--- src/hdl/tcc_pkg.sv ---
// Shared types for the triangle circumcentre block.
`default_nettype none
package tcc_pkg;

  // Control word that travels alongside each request down the pipeline.
  typedef struct packed {
    logic valid;
    logic degen;
    logic neg_x;
    logic neg_y;
  } ctl_t;

endpackage
`default_nettype wire

--- src/hdl/tcc_cell.sv ---
// One restoring division step for both coordinates; quotient bits shift into the numerator.
`default_nettype none
module tcc_cell import tcc_pkg::*; #(
  parameter int CW  = 16,
  parameter int MW  = 3 * CW + 2,
  parameter int DMW = 2 * CW + 2
) (
  input  wire logic                  clk_i,
  input  wire logic                  rst_ni,
  input  wire ctl_t                  ctl_i,
  input  wire logic signed [CW-1:0]  a_x_i,
  input  wire logic signed [CW-1:0]  a_y_i,
  input  wire logic [DMW-1:0]        den_i,
  input  wire logic [MW-1:0]         nx_i,
  input  wire logic [MW-1:0]         ny_i,
  input  wire logic [DMW-1:0]        rx_i,
  input  wire logic [DMW-1:0]        ry_i,
  output ctl_t                       ctl_o,
  output logic signed [CW-1:0]       a_x_o,
  output logic signed [CW-1:0]       a_y_o,
  output logic [DMW-1:0]             den_o,
  output logic [MW-1:0]              nx_o,
  output logic [MW-1:0]              ny_o,
  output logic [DMW-1:0]             rx_o,
  output logic [DMW-1:0]             ry_o
);

  logic [DMW:0] trial_x, trial_y, diff_x, diff_y;
  logic         fit_x, fit_y;

  assign trial_x = {rx_i, nx_i[MW-1]};
  assign trial_y = {ry_i, ny_i[MW-1]};
  assign diff_x  = trial_x - {1'b0, den_i};
  assign diff_y  = trial_y - {1'b0, den_i};
  assign fit_x   = !diff_x[DMW];
  assign fit_y   = !diff_y[DMW];

  always_ff @(posedge clk_i or negedge rst_ni) begin
    if (!rst_ni) begin
      ctl_o <= '0;
    end else begin
      ctl_o <= ctl_i;
    end
  end

  always_ff @(posedge clk_i) begin
    a_x_o <= a_x_i;
    a_y_o <= a_y_i;
    den_o <= den_i;
    nx_o  <= {nx_i[MW-2:0], fit_x};
    ny_o  <= {ny_i[MW-2:0], fit_y};
    rx_o  <= fit_x ? diff_x[DMW-1:0] : trial_x[DMW-1:0];
    ry_o  <= fit_y ? diff_y[DMW-1:0] : trial_y[DMW-1:0];
  end

endmodule
`default_nettype wire

--- config.mk ---
export PLATFORM = sky130hd
export DESIGN_NAME = tcc_cell
export DESIGN_NICKNAME = d
export VERILOG_FILES = /design/src/hdl/tcc_pkg.sv /design/src/hdl/tcc_cell.sv
export SDC_FILE = /design/constraint.sdc
export NUM_CORES = 1
export LEC_CHECK = 0
export BUFFER_PORTS_ARGS = -buffer_cell sky130_fd_sc_hd__buf_4
export CAP_MARGIN = 30
export CORE_AREA = 2 2 185 187
export CTS_CLUSTER_SIZE = 14
export DETAILED_ROUTE_END_ITERATION = 16
export DIE_AREA = 0 0 187 189
export PLACE_DENSITY = 0.56
export SLEW_MARGIN = 25
export SYNTH_ARGS = -nofsm -noshare
export SYNTH_HDL_FRONTEND = slang
export SYNTH_SLANG_ARGS = --single-unit
--- constraint.sdc ---
create_clock -name clk_i -period 0.8 [get_ports clk_i]
set_input_delay 0.16 -clock clk_i [delete_from_list [all_inputs] [get_ports clk_i]]
set_output_delay 0.16 -clock clk_i [all_outputs]
set_load 0.05 [all_outputs]
# ---- After elaboration in Yosys (flattened, before gate mapping)
# Index checks and enable logic that the tools add are counted.
# W data, S select, Z words.
dict set report classes {
  addsub 2
  muxes 2
  reduce_logical 2
}
# operator n
set ops {}
lappend ops {{$sub A35 B34 Y35} 2}
lappend ops {{$mux W34} 2}
lappend ops {{$logic_not A1 Y1} 2}
dict set report totals {
  regBits 238
  inputBits 240
  out_inout_bits 238
  word_cells 17
}

# ---- Depth between registers and ports, before layout
# Gate-level depths: netlist (run 1).
dict set report depth {
  ltp_word 2
  mapped_depth 14
  mapped_depth_nobuf 12
}

# ---- Least setup slack after synthesis (run 1)
# OpenSTA, ideal clock, no wires.
dict set report synth_timing {
  path_type {input to register}
  startpoint {input port ny_i[49]}
  endpoint {register ry_o[10]}
  setup_ns 0.121
  arrival_time_ns 2.726
  t_required_ns 0.679
  setup_slack_ns -2.047
  stages 13
  path_buffers 2
  cell_sequence {inv_1 -> ha_1 -> fa_1 -> nor2b_1 -> o2111ai_1 -> nand4_1 -> a31oi_2 -> o211ai_1 -> a21oi_1 -> or3_1 -> buf_6 -> buf_12 -> mux2_4}
}
dict set report synth_via {
  elab_chain_len 2
}
# element line
set synth_lines {}
lappend synth_lines {{start, declared} tcc_cell.sv:15} ;# input wire logic [MW-1:0] ny_i,
lappend synth_lines {{$sub A35 B34 Y35} tcc_cell.sv:34} ;# assign diff_y = trial_y - {1'b0, den_i};
lappend synth_lines {{$mux W34} tcc_cell.sv:53} ;# ry_o <= fit_y ? diff_y[DMW-1:0] : trial_y[DMW-1:0];
lappend synth_lines {{end signal, assigned} tcc_cell.sv:53}
lappend synth_lines {{end, declared} tcc_cell.sv:25} ;# output logic [DMW-1:0] ry_o
# Every way passes these cells.

# ---- Final worst setup path (run 1)
dict set report layout_timing {
  startpoint {input port ny_i[49]}
  endpoint {register ry_o[9]}
}
# Same word-level chain as after synthesis.

==> flow_metrics.tcl, run 1 <==
set metrics [dict create \
    switchingPower_mw 15.2 \
    yosys.cell_types.count 69 \
    hpwlAfterDp_mm 31.0 \
    final_area_sq_um 21800 \
    fin_cells 2410 \
    synth_cells 942 \
    setup_slack_ns -1.67 \
    leakage_nw 10.3 \
    syn_area_sq_um 9850 \
    via_count 11000 \
    rows 67 \
    initial_core_util 0.296 \
    synthTopCellsByArea "dfxtp_1, ha_1, mux2_2" \
    place_congestion 0.920 \
    seqPwrFrac 0.316 \
    dr.max_layer_used "met4" \
    cp.depth 14 \
    holdCritStartpoint "den_i[0]" \
    p_int_mw 30.2 \
    period_share 3.09 \
    wl_mm 46.3 \
    synth.net_count 1252 \
    fin_nets 2252 \
    startpoint_type "input pin" \
    cts_buffers 27 \
    dieArea_sq_um 35300 \
    io_buffer_count 477 \
    rsz0062_at_grt "true" \
    yosysWarnings 0 \
    timing.final.setup_violations 308 \
    yosysTopAreaCell "dfxtp_1" \
    worstPathRequired_ns 1.22 \
    layout_commonest_cell "buf_4" \
    finalHoldViolCount 0 \
    layout_common_cells "buf_4, dlygate4sd3_1, dfxtp_2" \
    cts_tree "yes" \
    worst_setup_path_end_kind "flop" \
    design_power_total_mw 45.4 \
    holdPathStages 4 \
    synth_seq_cells 238 \
    crit_start "ny_i[49]" \
    cellPowerDensity_nw_per_um2 2080 \
    max-slew-margin-rel 0.677 \
    drcViolationCount 0 \
    ys_async_sr_fraction 0.0168 \
    grt_pass1_vias 11600 \
    drt_iter0_markers 469 \
    hold_ws_ns 0.00674 \
    pwr-share-clk 0.286 \
    hp-class "in2reg" \
    avgViaCountPerCell 4.55 \
    placed_area_sq_um 16100 \
    dr_wl_met2_mm 23.5 \
    clockBufferDepth 3 \
    worstMarginPinSlew_ns 0.479 \
    syn2layout_area_growth_pct 122 \
    wl_met1_mm 18.2 \
    maxCapViolCount 0 \
    grt_pass1_wl_mm 68.2 \
    critical_path_class "in2reg" \
    violations "negative setup slack" \
    core_area_sq_um 33300 \
    crit_path_cell_trace "buf_8, inv_12, ha_4, fa_2, nor2b_4, o2111ai_2, nand4_1, a31oi_4, o211ai_1, buf_4, a21oi_2, or3_4, buf_12, mux2_4" \
    postSynthAreaPerCell_sq_um 10.5 \
    maxSlewViolCount 0 \
    die_w_microns 187 \
    cts_root_buffer "clkbuf_16" \
    clk_pin_slew_ns 0.06 \
    die_h_microns 189 \
    cts_max_level 1 \
    antenna_left 0 \
    grt_max_degree 14 \
    synth_top_area_frac 0.476 \
    crit_slowest_cell "or3_4" \
    globalRouteTotalUtil 0.248 \
    dp_cells 2097 \
    p_sw_frac 0.335 \
    ys_seq_area_frac 0.486 \
    critical_path.max_stage_delay_ns 0.48 \
    antenna_found_initial 2 \
    period_needed_ns 2.47 \
    cts.sink_count 238 \
    ios 478 \
    path_buf_inv 4 \
    synthFlopType "dfxtp_1" \
    worstPathArrival_ns 2.89 \
    overflow 0 \
    status "finished, violations left" \
    synth_edf_count 0 \
    ir_worst_vdd_v 0.00178 \
    drive_gt1_frac 0.588 \
    post_drt_wl_per_cell_microns 19.2 \
    path_max_fanout 12 \
    combPwrFrac 0.399 \
    preCtsSetupSlack_ns -2.31 \
    wl_met3_mm 2.53 \
    dr.pass1.iters 5 \
    cp_top_family "simple AND/OR/NAND/NOR gates" \
    clock.fmax_ghz 0.405 \
]
-- registers in the layout (all words and copies together), names as in the netlist --
| name | cells |
|---|---|
| nx_o | 50 |
| ctl_o | 4 |
| den_o | 34 |
| rx_o | 34 |
| a_y_o | 16 |
| a_x_o | 16 |
| ny_o | 50 |
| ry_o | 34 |
-- through the flow --
stage | util | TNS (ns)
after floorplan | - | -125.36
after global placement | 0.483 | -152.58
after detailed placement | 0.483 | -156.20
after CTS | 0.646 | -203.01
after global routing | 0.656 | -212.88
final | 0.656 | -201.12
-- final cells by class --
| type | instances | area, sq um |
|---|---|---|
| Clock inverter | 12 | 170 |
| Antenna cell | 2 | 5.00 |
| Multi-Input combinational cell | 610 | 5010 |
| Fill cell | 2400 | 11500 |
| Sequential cell | 238 | 5090 |
| Inverter | 65 | 284 |
| Tap cell | 448 | 561 |
| Timing Repair Buffer | 1000 | 9960 |
| Clock buffer | 35 | 746 |
-- power by group through the flow --
stage | Clock, mW | Sequential, mW | Combinational (mW)
floorplan | 0 | 18.2 | 4.46
global placement | 0 | 13.8 | 14.7
detailed placement | 0 | 13.8 | 14.7
CTS | 13.2 | 14.3 | 17.8
global route | 13.8 | 14.5 | 18.9
finish | 13.0 | 14.3 | 18.1
-- path summary, 6_finish.rpt --
| check | endpoint |
|---|---|
| min in group asynchronous | ctl_o[1] |
| min | rx_o[0] |
| max | ry_o[9] |
| max in group asynchronous | ctl_o[0] |
-- routing by layer --
metal / global-route usage / vias to the layer above
met5: 0 / -
met4: 0.0983 / 0
met3: 0.0462 / 92
met2: 0.454 / 382
met1: 0.284 / 5151
li1: - / 5347
-- timing repair --
action,in CTS,in global routing
setup endpoints to repair,308,308
pin swaps,5,16
setup buffers,19,13
endpoints found under the hold margin,238,4
gates cloned,3,2
resized for setup,672,70
hold buffers,233,4
-- cells by family (layout without fill, tap and decap cells) --
| family | after synthesis | count (layout) | synth area share |
|---|---|---|---|
| AO/OA/AOI/OAI | 241 | 241 | 0.159 |
| XOR/XNOR | 52 | 52 | 0.0463 |
| adder cells (fa/ha/maj) | 70 | 70 | 0.0905 |
| buffers and inverters | 94 | 1112 | 0.0428 |
| flip-flops | 238 | 238 | 0.486 |
| multiplexers | 67 | 67 | 0.0848 |
| other | 0 | 2 | 0 |
| AND/OR/NAND/NOR | 180 | 180 | 0.0909 |
-- synth_stat cells, drive strengths merged (5+ instances only) --
| cell | number |
|---|---|
| o211ai | 8 |
| nand3 | 11 |
| nor4 | 6 |
| buf | 12 |
| xnor2 | 34 |
| o21a | 11 |
| inv | 65 |
| a21oi | 76 |
| nand4 | 13 |
| dfxtp | 234 |
| o21bai | 15 |
| o21ai | 47 |
| and2 | 8 |
| xor2 | 18 |
| mux2i | 8 |
| ha | 68 |
| nor2 | 46 |
| a21o | 26 |
| nor2b | 10 |
| a31oi | 17 |
| nand2 | 41 |
| a2111oi | 5 |
| nor3 | 15 |
| nand2b | 6 |
| clkbuf | 17 |
| and3 | 9 |
| mux2 | 59 |
-- tightest hold or removal path: stages --
cell	delay, ns
buf_8	0.08
buf_6	0.09
ha_4	0.12
o21ai_2	0.05
(Power assumes the default switching activity.)
==> run 2: changes to the inputs <==
- MAX_ROUTING_LAYER: unset -> met4
- TNS_END_PERCENT: unset -> 50
==> run 2 against run 1 <==
  * Count of clock-buffer cells in the layout up 4
  * The flow finishes with violations (negative hold slack, negative setup slack)
  * Critical path type unchanged
  * Die area stayed put
  * Sequential power is essentially flat
  * First-iteration DRC count increased by 16%
  * Routed wire length fell by 1.7%
  * Via count grew 0.45%
  * Combinational power about the same
==> flow_metrics.tcl, run 2 (synthesis results as in run 1) <==
set metrics [dict create \
    status "finished, violations left" \
    violations "negative hold slack, negative setup slack" \
    worstMarginPinSlew_ns 0.590 \
    final_util 0.656 \
    io_buffer_count 477 \
    hpwlAfterDp_mm 30.5 \
    setup_slack_ns -1.70 \
    post_drt_wl_per_cell_microns 18.9 \
    grt_pass1_wl_mm 67.3 \
    overflow 0 \
    design_power_total_mw 45.8 \
    cts_max_level 1 \
    maxCapViolCount 0 \
    cts.sink_count 238 \
    layout_commonest_cell "buf_4" \
    period_share 3.12 \
    n_fill_cell 2457 \
    drt_iter0_markers 543 \
    ios 478 \
    critical_path_class "in2reg" \
    layout_common_cells "buf_4, dlygate4sd3_1, dfxtp_2" \
    multi_input_area_sq_um 5000 \
    max-slew-margin-rel 0.597 \
    core_area_sq_um 33300 \
    place_congestion 0.931 \
    cts_root_buffer "clkbuf_16" \
    cts_tree "yes" \
    period_needed_ns 2.50 \
    cts_buffers 28 \
    finalHoldViolCount 2 \
    globalRouteTotalUtil 0.253 \
    hp-class "in2reg" \
    clk_pin_slew_ns 0.06 \
    antenna_left 0 \
    cellPowerDensity_nw_per_um2 2100 \
    timing.final.setup_violations 308 \
    startpoint_type "input pin" \
    grt_max_degree 14 \
    worstPathRequired_ns 1.22 \
    rsz0062_at_grt "true" \
    die_h_microns 189 \
    antenna_found_initial 4 \
    avgViaCountPerCell 4.58 \
    dieArea_sq_um 35300 \
    ir_worst_vdd_v 0.00126 \
    dr.pass1.iters 6 \
    hold_ws_ns -0.142 \
    drive_gt1_frac 0.589 \
    maxSlewViolCount 0 \
    initial_core_util 0.296 \
    wl_mm 45.5 \
    die_w_microns 187 \
    worstPathArrival_ns 2.92 \
    top_regs "nx_o (50), ny_o (50)" \
    rows 67 \
    worst_setup_path_end_kind "flop" \
    path_max_fanout 9 \
    syn2layout_area_growth_pct 122 \
    clock.fmax_ghz 0.401 \
    grt_pass1_vias 11700 \
    via_count 11000 \
    drcViolationCount 0 \
    leakage_nw 10.3 \
    regArea_sq_um 5090 \
    fin_nets 2248 \
    clockBufferDepth 3 \
]
[run 2: changes by cell type in the layout (fill, tap and decap cells not counted), moves of 3 or more]
| cell | before | now |
|---|---|---|
| buf_6 | 29 | 50 |
| buf_8 | 213 | 199 |
| o21ai_1 | 7 | 4 |
| clkinv_4 | 0 | 3 |
| dlygate4sd3_1 | 237 | 234 |
| clkinv_2 | 5 | 1 |
| buf_16 | 0 | 3 |
| buf_4 | 510 | 498 |
[run 2: final timing paths]
kind                           from        to  slack (ns)  cells past startpoint
setup / recovery           ny_i[49]  ry_o[10]       -1.70                     14
hold / removal             ny_i[49]   ry_o[0]       -0.14                      3
min in group asynchronous    rst_ni  ctl_o[1]        0.58                      3
max in group asynchronous    rst_ni  ctl_o[0]        0.05                      3
[run 2: final cells by class]
type                            instances  area share
Clock buffer                           39      0.0377
Antenna cell                            4    0.000458
Multi-Input combinational cell        610       0.229
Timing Repair Buffer                  995       0.455
Sequential cell                       238       0.233
Clock inverter                          9     0.00630
Inverter                               65      0.0128
Tap cell                              448      0.0257
[run 2: layer usage]
| metal | GRT usage | vias up | part of all wire |
|---|---|---|---|
| li1 | - | 5344 | - |
| met1 | 0.256 | 5141 | 0.36 |
| met3 | 0.0460 | 121 | 0.054 |
| met4 | 0.125 | 0 | 0.051 |
| met5 | - | - | 0 |
| met2 | 0.468 | 415 | 0.53 |
[run 2: through the flow]
| stage | worst slack [ns] | TNS, ns | std cells | instance area [sq um] |
|---|---|---|---|---|
| after floorplan | -1.87 | -125.22 | 942 | 10100 |
| after global placement | -2.36 | -157.98 | 2097 | 16000 |
| after detailed placement | -2.41 | -160.00 | 2097 | 16000 |
| after CTS | -1.68 | -209.52 | 2395 | 21300 |
| after global routing | -1.77 | -218.01 | 2408 | 21800 |
| final | -1.70 | -204.29 | 2408 | 21800 |
[run 2: critical path, cell delays in order]
cell       delay, ns
buf_12          0.11
inv_12          0.04
ha_4            0.12
fa_2            0.25
nor2b_4         0.07
o2111ai_4       0.26
nand4_1         0.20
a31oi_4         0.22
o211ai_1        0.15
buf_4           0.17
a41o_1          0.21
or3_4           0.44
buf_12          0.19
mux2_4          0.30
[run 2: repair_timing]
| item | CTS | global route |
|---|---|---|
| cloned | 4 | 1 |
| endpoints found under the setup margin | 308 | 308 |
| hold endpoints to repair | 238 | 3 |
| pin swaps | 12 | 7 |
| buffers inserted | 13 | 9 |
| resized for setup | 625 | 123 |
| hold buffers | 233 | 1 |
[run 2: power by group]
part / total (mW) / switching (mW) / internal [mW]
Sequential: 14.4 / 0.915 / 13.4
Combinational: 18.1 / 9.12 / 9.02
Clock: 13.3 / 5.21 / 8.12
==> run 3: changes to the inputs <==
- ABC_AREA: unset -> 1
- CORE_AREA: 2 2 185 187 -> 2 2 187 189
- DIE_AREA: 0 0 187 189 -> 0 0 189 191
- PLACE_DENSITY: 0.56 -> 0.58
==> run 3 against run 2 <==
  * The run ends with negative setup slack left
  * Utilization up 0.51 points
  * Cell area up 3.3%
  * Count of clock-buffer cells in the layout down 4
  * First-iteration DRC count up 26%
  * Highest routed layer unchanged
==> flow_metrics.tcl, run 3 <==
set metrics [dict create \
    n_fill_cell 2679 \
    startpoint_type "input pin" \
    overflow 0 \
    status "finished, violations left" \
    initial_core_util 0.314 \
    synth_seq_cells 238 \
    design_power_total_mw 43.6 \
    via_count 13500 \
    ys_async_sr_fraction 0.0168 \
    syn2layout_area_growth_pct 110 \
    final_util 0.661 \
    crit_start "den_i[3]" \
    synth.net_count 1782 \
    ios 478 \
    dr.pass1.iters 5 \
    drt_iter0_markers 682 \
    period_needed_ns 1.57 \
    clockBufferDepth 3 \
    setup_slack_ns -0.768 \
    hp-class "in2reg" \
    worstPathRequired_ns 1.26 \
    hold_ws_ns 0.0498 \
    synth_cells 1472 \
    place_congestion 0.936 \
    syn_area_sq_um 10700 \
    leakage_nw 11.4 \
    hpwlAfterDp_mm 37.8 \
    rows 68 \
    avgViaCountPerCell 4.54 \
    maxSlewViolCount 0 \
    synth_edf_count 0 \
    postSynthAreaPerCell_sq_um 7.29 \
    drive_gt1_frac 0.462 \
    cts_buffers 27 \
    clock.fmax_ghz 0.638 \
    ir_worst_vdd_v 0.00188 \
    synthTopCellsByArea "dfxtp_1, nand2_1, ha_1" \
    layout_common_cells "buf_4, nand2_1, dlygate4sd3_1" \
    drcViolationCount 0 \
    cp-endpoint "rx_o[5]" \
    die_w_microns 189 \
    yosysWarnings 0 \
    worstMarginPinSlew_ns 0.379 \
    fin_nets 2805 \
    cts_max_level 1 \
    globalRouteTotalUtil 0.276 \
    cts_tree "yes" \
    cts_root_buffer "clkbuf_16" \
    core_area_sq_um 34100 \
    finalHoldViolCount 0 \
    ys_seq_area_frac 0.446 \
    top_regs "nx_o (50), ny_o (50)" \
    io_buffer_count 477 \
    rsz0062_at_grt "true" \
    violations "negative setup slack" \
    synth.most_common_cell "nand2_1" \
    layout_commonest_cell "buf_4" \
    wl_mm 52.5 \
    grt_pass1_wl_mm 74.7 \
    dieArea_sq_um 36100 \
    maxCapViolCount 0 \
    synth_top_area_frac 0.437 \
    yosysTopAreaCell "dfxtp_1" \
    synth_common_cells "nand2_1, dfxtp_1, inv_1" \
    grt_max_degree 22 \
    clk_pin_slew_ns 0.07 \
    timing.final.setup_violations 308 \
    yosys.cell_types.count 32 \
    max-slew-margin-rel 0.745 \
    cellPowerDensity_nw_per_um2 1930 \
    post_drt_wl_per_cell_microns 17.7 \
    worst_setup_path_end_kind "flop" \
    fin_setup_tns_ns -149.12 \
    die_h_microns 191 \
    path_max_fanout 8 \
    grt_pass1_vias 13600 \
    period_share 1.96 \
    antenna_left 0 \
    critical_path_class "in2reg" \
    cts.sink_count 238 \
    antenna_found_initial 2 \
    worstPathArrival_ns 2.03 \
    synthFlopType "dfxtp_1" \
]
[run 3: critical path, cell delays in order]
cell and delay, ns:
buf_8 0.08, clkinvlp_4 0.12, buf_6 0.15, ha_4 0.25, nand2_2 0.06, nand2_2 0.07
nand2_2 0.09, nand2_2 0.05, nand2_2 0.05, nand3_2 0.10, nand2_2 0.09, nand2_2 0.07
nand2_4 0.11, nand2_4 0.08, nand2_4 0.10, nand2_8 0.10, clkbuf_16 0.19, nand2_2 0.06
nand2_1 0.06
[run 3: what timing repair did]
action | in CTS | in global routing
setup buffers | 15 | 11
setup endpoints to repair | 308 | 308
hold buffers | 240 | 0
pin swaps | 31 | 47
hold endpoints to repair | 240 | 0
gates resized for setup | 157 | 365
cloned | 1 | 5
[run 3: worst min path at each step]
| stage | startpoint | end | slack [ns] | cells past startpoint |
|---|---|---|---|---|
| 6_report | ry_i[8] | ry_o[9] | 0.05 | 5 |
| 5_1_grt | rx_i[33] | rx_o[20] | 0.05 | 5 |
| 4_1_cts | rx_i[33] | rx_o[20] | -0.02 | 5 |
| 3_5_place_dp | rst_ni | ctl_o[0] | -0.04 | 1 |
| 3_3_place_gp | rst_ni | ctl_o[0] | -0.04 | 1 |
| 2_1_floorplan | rst_ni | ctl_o[0] | -0.14 | 0 |
[run 3: layer usage]
metal  wire, microns  share of wire  GRT usage  up-vias
met5               0              0          -        -
met4            1890          0.036     0.0904        0
met3            2600          0.049     0.0334      123
met2           27900           0.53      0.520      467
met1           20100           0.38      0.299     6298
li1                -              -          -     6595
[run 3: final cells by class]
type                    count  area (sq um)  area share
well taps                 455           569      0.0252
multi-input cells        1013          6130       0.272
diodes                      2          5.00    0.000222
repair buffers           1006          9190       0.407
inverters                 209           853      0.0378
clock buffers              35           736      0.0326
clock inverters            13           156     0.00693
flip-flops and latches    238          4930       0.218
[run 3: kinds of logic (layout without fill, tap and decap cells)]
group,count (synthesis),count (layout),synth area share
AND/OR/NAND/NOR,796,796,0.298
AO/OA/AOI/OAI,109,109,0.0562
flip-flops,238,238,0.446
other,0,2,0
XOR/XNOR,38,38,0.0310
buffers and inverters,221,1263,0.0857
adder cells (fa/ha/maj),70,70,0.0830
[run 3: per-stage QoR]
stage,worst slack (ns),area (sq um),std cells
3_3_place_gp,-1.37,17200,2651
5_1_grt,-0.816,22600,2971
2_1_floorplan,-0.888,11200,1472
6_report,-0.768,22600,2971
3_5_place_dp,-1.38,17200,2651
4_1_cts,-0.667,21300,2954
[run 3: power by group]
group	leakage [nW]	internal, mW	switching, mW
Sequential	2.02	13.1	0.575
Clock	0.429	7.23	5.43
Combinational	8.96	7.44	9.79
Total	11.4	27.8	15.8
